$ cat config.mk
export PLATFORM = sky130hd
export DESIGN_NAME = ir_pulse_distance_decoder
export DESIGN_NICKNAME = d
export VERILOG_FILES = /design/src/rtl/irpd_pkg.sv /design/src/rtl/irpd_core.sv /design/src/rtl/irpd_out_q.sv /design/src/rtl/ir_pulse_distance_decoder.sv
export SDC_FILE = /design/constraint.sdc
export NUM_CORES = 1
export LEC_CHECK = 0
export BUFFER_PORTS_ARGS = -buffer_cell sky130_fd_sc_hd__buf_2
export CAP_MARGIN = 30
export CORE_ASPECT_RATIO = 0.6
export CORE_MARGIN = 5
export CORE_UTILIZATION = 67
export DETAILED_ROUTE_END_ITERATION = 6
export PLACE_DENSITY_LB_ADDON = 0.3
export SYNTH_ARGS = -nofsm -noshare
export SYNTH_HDL_FRONTEND = slang
export SYNTH_SLANG_ARGS = --single-unit
$ cat constraint.sdc
create_clock -name clk -period 16 [get_ports clk]
set_input_delay 1.6 -clock clk [delete_from_list [all_inputs] [get_ports clk]]
set_output_delay 1.6 -clock clk [all_outputs]
set_load 0.1 [all_outputs]
$ cat src/rtl/irpd_pkg.sv
`timescale 1ns / 1ps

package irpd_pkg;

  // Configuration register indexes
  localparam int CfgIdxW = 3;
  localparam int CfgDataW = 20;

  typedef enum logic [CfgIdxW-1:0] {
    CFG_LEADER_MIN     = 3'd0,
    CFG_ONE_BIT_MIN    = 3'd1,
    CFG_REP_LEADER_MIN = 3'd2,
    CFG_REP_GAP_MIN    = 3'd3,
    CFG_REP_HOLDOFF    = 3'd4
  } cfg_idx_t;

  // Reset values of the configuration registers
  localparam logic [15:0] LEADER_MIN_RST     = 16'd4000;
  localparam logic [15:0] ONE_BIT_MIN_RST    = 16'd1000;
  localparam logic [15:0] REP_LEADER_MIN_RST = 16'd9000;
  localparam logic [15:0] REP_GAP_MIN_RST    = 16'd2000;
  localparam logic [19:0] REP_HOLDOFF_RST    = 20'd100000;

  // Frame bit counting
  localparam logic [5:0] BITS_PER_FRAME = 6'd32;
  localparam logic [5:0] COUNT_LIMIT    = 6'd33;

  typedef struct packed {
    logic [15:0] leader_min_us;
    logic [15:0] one_bit_min_us;
    logic [15:0] repeat_leader_min_us;
    logic [15:0] repeat_gap_min_us;
    logic [19:0] repeat_holdoff_us;
  } cfg_t;

  typedef struct packed {
    logic [31:0] code;
    logic        is_repeat;
  } result_t;

endpackage

$ cat src/rtl/irpd_core.sv
`timescale 1ns / 1ps

module irpd_core
  import irpd_pkg::*;
(
  input  logic        clk,
  input  logic        rst_n,
  input  logic        accept,
  input  logic        pin_level,
  input  logic [31:0] time_us,
  input  cfg_t        cfg,
  output logic        res_valid,
  output result_t     res
);

  logic [31:0] last_edge_time_r, last_edge_time_nxt;
  logic        last_level_r, last_level_nxt;
  logic [5:0]  bit_count_r, bit_count_nxt;
  logic [31:0] shift_code_r, shift_code_nxt;
  logic [31:0] last_interval_r, last_interval_nxt;
  logic [31:0] last_emit_time_r, last_emit_time_nxt;
  logic [31:0] last_full_code_r, last_full_code_nxt;

  logic [31:0] interval;
  logic [31:0] since_emit;
  logic        is_leader;
  logic        one_bit;
  logic [31:0] code_base;

  assign interval   = time_us - last_edge_time_r;
  assign since_emit = time_us - last_emit_time_r;
  assign is_leader  = interval >= {16'd0, cfg.leader_min_us};
  assign one_bit    = interval > {16'd0, cfg.one_bit_min_us};
  assign code_base  = is_leader ? 32'd0 : shift_code_r;

  // Decode one edge against the stored history
  always_comb begin
    last_edge_time_nxt = last_edge_time_r;
    last_level_nxt     = last_level_r;
    bit_count_nxt      = bit_count_r;
    shift_code_nxt     = shift_code_r;
    last_interval_nxt  = last_interval_r;
    last_emit_time_nxt = last_emit_time_r;
    last_full_code_nxt = last_full_code_r;
    res_valid          = 1'b0;
    res.code           = 32'd0;
    res.is_repeat      = 1'b0;
    if (accept) begin
      last_edge_time_nxt = time_us;
      last_level_nxt     = pin_level;
      last_interval_nxt  = interval;
      // falling edge: count and shift a bit
      if (last_level_r) begin
        if (is_leader) begin
          bit_count_nxt = 6'd0;
        end else if (bit_count_r < COUNT_LIMIT) begin
          bit_count_nxt = bit_count_r + 6'd1;
        end
        shift_code_nxt = {code_base[30:0], one_bit};
        if (bit_count_nxt == BITS_PER_FRAME) begin
          last_emit_time_nxt = time_us;
          last_full_code_nxt = shift_code_nxt;
          res_valid          = 1'b1;
          res.code           = shift_code_nxt;
        end else if (bit_count_nxt == 6'd1 &&
                     last_interval_r >= {16'd0, cfg.repeat_leader_min_us} &&
                     interval >= {16'd0, cfg.repeat_gap_min_us} &&
                     since_emit > {12'd0, cfg.repeat_holdoff_us}) begin
          shift_code_nxt     = last_full_code_r;
          last_emit_time_nxt = time_us;
          res_valid          = 1'b1;
          res.code           = last_full_code_r;
          res.is_repeat      = 1'b1;
        end
      end
    end
  end

  // Hold decoder history
  always_ff @(posedge clk) begin
    if (!rst_n) begin
      last_edge_time_r <= 32'd0;
      last_level_r     <= 1'b1;
      bit_count_r      <= 6'd0;
      shift_code_r     <= 32'd0;
      last_interval_r  <= 32'd0;
      last_emit_time_r <= 32'd0;
      last_full_code_r <= 32'd0;
    end else begin
      last_edge_time_r <= last_edge_time_nxt;
      last_level_r     <= last_level_nxt;
      bit_count_r      <= bit_count_nxt;
      shift_code_r     <= shift_code_nxt;
      last_interval_r  <= last_interval_nxt;
      last_emit_time_r <= last_emit_time_nxt;
      last_full_code_r <= last_full_code_nxt;
    end
  end

endmodule

$ cat src/rtl/irpd_out_q.sv
`timescale 1ns / 1ps

module irpd_out_q
  import irpd_pkg::*;
(
  input  logic    clk,
  input  logic    rst_n,
  input  logic    wr_en,
  input  result_t wr_data,
  output logic    has_room,
  input  logic    rd_en,
  output logic    rd_valid,
  output result_t rd_data
);

  result_t    entry_r [2];
  logic       head_r, head_nxt;
  logic       tail_r, tail_nxt;
  logic [1:0] count_r, count_nxt;

  assign has_room = count_r != 2'd2;
  assign rd_valid = count_r != 2'd0;
  assign rd_data  = entry_r[head_r];

  // Advance pointers and occupancy
  always_comb begin
    head_nxt  = head_r;
    tail_nxt  = tail_r;
    count_nxt = count_r;
    if (wr_en) begin
      tail_nxt = ~tail_r;
    end
    if (rd_en) begin
      head_nxt = ~head_r;
    end
    case ({wr_en, rd_en})
      2'b10:   count_nxt = count_r + 2'd1;
      2'b01:   count_nxt = count_r - 2'd1;
      default: count_nxt = count_r;
    endcase
  end

  always_ff @(posedge clk) begin
    if (!rst_n) begin
      head_r  <= 1'b0;
      tail_r  <= 1'b0;
      count_r <= 2'd0;
    end else begin
      head_r  <= head_nxt;
      tail_r  <= tail_nxt;
      count_r <= count_nxt;
    end
  end

  // Store a result beat
  always_ff @(posedge clk) begin
    if (wr_en) begin
      entry_r[tail_r] <= wr_data;
    end
  end

endmodule

$ cat src/rtl/ir_pulse_distance_decoder.sv
`timescale 1ns / 1ps

// Pulse-distance (NEC style) infrared remote decoder. Each input beat is one
// pin edge: the level after the edge and a free-running microsecond stamp.
// A falling edge is measured against the previous edge; a long interval
// starts a frame, shorter ones shift one bit into the code, and the 32nd bit
// emits the code with out_is_repeat low. A short frame right after a long
// leader, past the holdoff since the last emit, re-emits the last full code
// with out_is_repeat high. Rising edges only update the history. One edge is
// accepted per clock while in_ready is high: the decode is two subtracts, a
// few compares and a shift done in the accepting cycle; results go through a
// two-beat output queue, so in_ready drops only when two results wait untaken.
// A result is registered into that queue when its edge is accepted. Write the
// thresholds through cfg_* only while no edge is in flight.

module ir_pulse_distance_decoder
  import irpd_pkg::*;
(
  input  logic                clk,
  input  logic                rst_n,
  input  logic                in_valid,
  output logic                in_ready,
  input  logic                in_pin_level,
  input  logic [31:0]         in_time_us,
  output logic                out_valid,
  input  logic                out_ready,
  output logic [31:0]         out_code,
  output logic                out_is_repeat,
  input  logic                cfg_we,
  input  logic [CfgIdxW-1:0]  cfg_index,
  input  logic [CfgDataW-1:0] cfg_data
);

  cfg_t    cfg_r;
  logic    in_accept;
  logic    res_valid;
  result_t res;
  result_t q_data;

  assign in_accept = in_valid && in_ready;

  // Write configuration registers; drop unknown indexes
  always_ff @(posedge clk) begin
    if (!rst_n) begin
      cfg_r.leader_min_us        <= LEADER_MIN_RST;
      cfg_r.one_bit_min_us       <= ONE_BIT_MIN_RST;
      cfg_r.repeat_leader_min_us <= REP_LEADER_MIN_RST;
      cfg_r.repeat_gap_min_us    <= REP_GAP_MIN_RST;
      cfg_r.repeat_holdoff_us    <= REP_HOLDOFF_RST;
    end else if (cfg_we) begin
      case (cfg_index)
        CFG_LEADER_MIN:     cfg_r.leader_min_us        <= cfg_data[15:0];
        CFG_ONE_BIT_MIN:    cfg_r.one_bit_min_us       <= cfg_data[15:0];
        CFG_REP_LEADER_MIN: cfg_r.repeat_leader_min_us <= cfg_data[15:0];
        CFG_REP_GAP_MIN:    cfg_r.repeat_gap_min_us    <= cfg_data[15:0];
        CFG_REP_HOLDOFF:    cfg_r.repeat_holdoff_us    <= cfg_data[19:0];
        default:            ;
      endcase
    end
  end

  // Decode the edge
  irpd_core u_core (
    .clk       (clk),
    .rst_n     (rst_n),
    .accept    (in_accept),
    .pin_level (in_pin_level),
    .time_us   (in_time_us),
    .cfg       (cfg_r),
    .res_valid (res_valid),
    .res       (res)
  );

  // Queue result beats
  irpd_out_q u_out_q (
    .clk      (clk),
    .rst_n    (rst_n),
    .wr_en    (res_valid),
    .wr_data  (res),
    .has_room (in_ready),
    .rd_en    (out_valid && out_ready),
    .rd_valid (out_valid),
    .rd_data  (q_data)
  );

  assign out_code      = q_data.code;
  assign out_is_repeat = q_data.is_repeat;

endmodule
==> results by group <==
Outcome
  – Outcome: finished, final reports clean

Power and ir drop
  – Gate power share: 0.197
  – Peak VDD IR: 0.09095 mV
  – Cell Pwr Density: between 100 and 150 nW/um^2
  – Clock Power Share: 0.372
  – Register share of total power: 0.431
  – Leak Pwr: 7.785 nW
  – Net Sw Frac: 0.2949
  – Int Power: 1.395 mW
  – Switching power: 0.5837 mW

Route
  – Initial DRC Count: 2,111
  – WL per Instance: 19.60 um
  – Final wirelength: 50,710 um
  – DRC Markers: 0
  – Via Count: 16,312
  – Post-route antenna net violation count: 0
  – Drt pass-1 iters: 6
  – Vias per cell: 6.305

Synth
  – Sequential area share after synthesis: 0.3908
  – Mapped Area: ~18,000 sq um
  – Post-synth EDFFs: 66
  – Syn avg cell area: 8.392 sq um
  – Seq cells post-synth: 321
  – Syn_nets: 2,373
  – Top cells by area, synth: dfxtp_1 (28%), edfxtp_1 (11%), ha_1 (10%)
  – Syn Inst Count: 2,161
  – Cell variety after synth: between 80 and 90
  – Primary FF master, synth: dfxtp_1
  – Yosys Warn Count: 0
  – Synth top area share: 0.2815
  – Post-synthesis async set-or-reset flop share: 0
  – Post-synth top area cell: dfxtp_1

Floorplanning
  – Total core area: 26,530 sq um
  – Die Area: 30,560 sq um
  – Die height: between 100 and 150 um
  – Initial core utilization: 0.6835
  – Die width: 222.4 um
  – Cell Rows: 46
  – Top-level I/O count: 96

Cells and area
  – Post-layout util: 0.7450
  – Filler cells: 1,974
  – FF/Latch Area: between 7000 and 8000 sq um
  – Layout cells sized above 1: 0.1015
  – Area Overhead vs Synth: 8.997%
  – Multi-input logic area: 9980 sq um
  – Final nets: 2,416
  – Antenna fix cells: 0

Setup path
  – CP Max Fanout: 10
  – CP Launch Type: input pin
  – Worst path required time: 16.51 ns
  – Slowest cell on crit path: a2111oi_0
  – Setup crit end kind: register
  – Data arrival time of the worst path: 8.99 ns
  – Critical Path Most Common Cell: a21oi_1
  – Critical path type: in -> reg
  – Crit-path max cell delay: 0.70 ns

CTS
  – Cts repair resizes: 0
  – Post-CTS Setup Bufs: 0
  – Clock Sinks: 321
  – Total CTS buffers: 29
  – TritonCTS clock tree: built
  – Hold buffer count at CTS: 0
  – Longest Clk Path Bufs: 3
  – Clk_lat worst skew: 0.59 ns
  – CTS Root Cell: clkbuf_16
  – Clock transition at path regs: 0.07 ns
  – H-tree levels: 1

STA
  – Setup TNS: 0 ns
  – Slew @ Worst Pin: roughly 1.1 ns
  – Fin. max-slew vios: 0
  – Setup Skew: 0.01883 ns
  – Count of final hold-check violations: 0
  – Period utilisation layout: 0.5303
  – PnR worst setup slack: 7.515 ns
  – Rel. slew slack: 0.2685
  – Final setup fails: 0
  – Min Tclk post-route: 8.485 ns
  – Fmax: 117.9 MHz
  – RSZ-0062 raised after global routing: false

GRT
  – First-pass GRT wire length: 80,180 um
  – Vias in the first global route: about 15,000
  – Largest net degree at the start of global routing: 98
  – Initial antenna violation count: 0
  – Grt total ovfl: 0
  – Total track usage: 0.3231

Placement
  – Routability cong.: ~1
  – Port Buf Inserts: 95
  – Worst slack at placement: between 7 and 8 ns
  – HPWL Detailed: 36,610 um

Min path
  – Worst Hold Class: reg -> reg

Flow run
  – Maxcap violations: 0
Yosys cell counts, types with 6 or more instances:
cell type	n
nand2_1	441
dfxtp_1	255
a21oi_1	237
inv_1	171
ha_1	149
nor2_1	83
o21ai_0	77
clkbuf_1	75
edfxtp_1	66
o211ai_1	39
mux2_2	38
a21o_1	37
nand3_1	36
mux2i_1	35
xnor2_1	33
a22o_1	32
nor3_1	32
nand4_1	30
a211oi_1	20
and2_1	20
o21a_1	20
and3_1	17
nand2b_1	17
buf_2	14
xor2_1	14
or3_1	13
nor4_1	10
nor2b_1	9
a31oi_1	8
a21boi_0	7
buf_6	7
o2111ai_1	7
a31o_2	6
o31ai_1	6
or4_1	6
cell type report:
cell class              count  area share
well taps                 360     0.02279
clock buffers              35     0.03887
repair buffers            112     0.03089
multi-input cells        1569      0.5049
clock inverters            19     0.01146
inverters                 171     0.03260
flip-flops and latches    321      0.3585
worst max-delay path: cells and delay by family:
family	cells	cell delay, ns
adder cells (fa/ha/maj)	4	1.19
AO/OA/AOI/OAI	15	4.40
buffers and inverters	3	0.26
XOR/XNOR	1	0.14
AND/OR/NAND/NOR	6	1.40
worst paths after layout:
check	startpoint	cells after the start	slack, ns	to
max	in_time_us[0]	29	7.51	u_out_q.count_r[1]
min	u_core.last_edge_time_r[15]	2	0.45	u_core.last_edge_time_r[15]
max reg2reg	u_core.last_emit_time_r[0]	27	8.38	u_out_q.count_r[1]
min reg2reg	u_core.last_edge_time_r[15]	2	0.45	u_core.last_edge_time_r[15]
per-stage QoR:
stage | std cells | power [mW] | hold WS (ns) | instance area [sq um]
finish | 2587 | 1.979 | 0.4534 | 19770
floorplan | 2161 | 1.130 | 0.4249 | 18130
detailed placement | 2531 | 1.243 | 0.4463 | 18750
global route | 2587 | 2.057 | 0.4725 | 19770
global placement | 2531 | 1.227 | 0.4404 | 18750
CTS | 2585 | 1.968 | 0.4558 | 19740
flip-flops by register name, indices dropped and copies added, names as in the netlist, 2 cells and up, named ones only:
register	count
u_out_q.count_r	2
u_core.shift_code_r	31
u_core.last_full_code_r	32
u_out_q.entry_r	66
u_core.last_emit_time_r	32
u_core.bit_count_r	6
u_core.last_interval_r	32
u_core.last_edge_time_r	32
cfg_r	84
logic make-up (layout without fill, tap and decap cells):
kind of cell               after synthesis  after routing  share of synthesized area
and+or+nand+nor                        735            735                     0.1802
AOI/OAI and AO/OA                      563            563                     0.1982
DFF                                    321            321                     0.3908
buffers and inverters                  271            337                    0.06016
adders and majority gates              151            151                     0.1050
muxes                                   73             73                    0.04291
xor gates and xnor gates                47             47                    0.02270
cells in the final DEF, fill, tap and decap left out, types with 5 or more instances in the layout:
master     instances
and3_1            17
nand2b_1          17
nor3_1            32
mux2i_1           35
clkbuf_16         29
buf_4             15
nand3_1           36
and2_1            19
or2_2              5
nor2_1            79
xnor2_1           33
a21boi_0           7
o21ai_1            5
nor2b_1            9
o211ai_1          39
nand2_1          440
dfxtp_1          255
edfxtp_1          66
ha_1             149
or4_1              6
xor2_1            14
clkinv_1           5
buf_2             95
o31ai_1            6
a31oi_1            8
mux2_2            38
a211o_1            5
nor4_1            10
a31o_2             6
a21o_1            37
nand4_1           30
a22o_1            32
o211a_1            5
o21a_1            20
o2111ai_1          7
inv_1            170
o21ai_0           77
a21oi_1          237
or3_1             13
a211oi_1          20
layer usage:
metal,vias up,share of wire,global-route usage
li1,7681,-,-
met5,-,0,0
met1,7664,0.45,0.4891
met2,859,0.40,0.4707
met4,0,0.024,0.07650
met3,108,0.12,0.07411
power by group through the flow:
stage               Clock, mW  Sequential [mW]  Combinational [mW]
global placement            0            0.870               0.358
finish                  0.735            0.854               0.390
CTS                     0.738            0.853               0.376
detailed placement          0            0.871               0.371
floorplan                   0            0.868               0.262
global route            0.779            0.855               0.424
(Power assumes the default switching activity.)
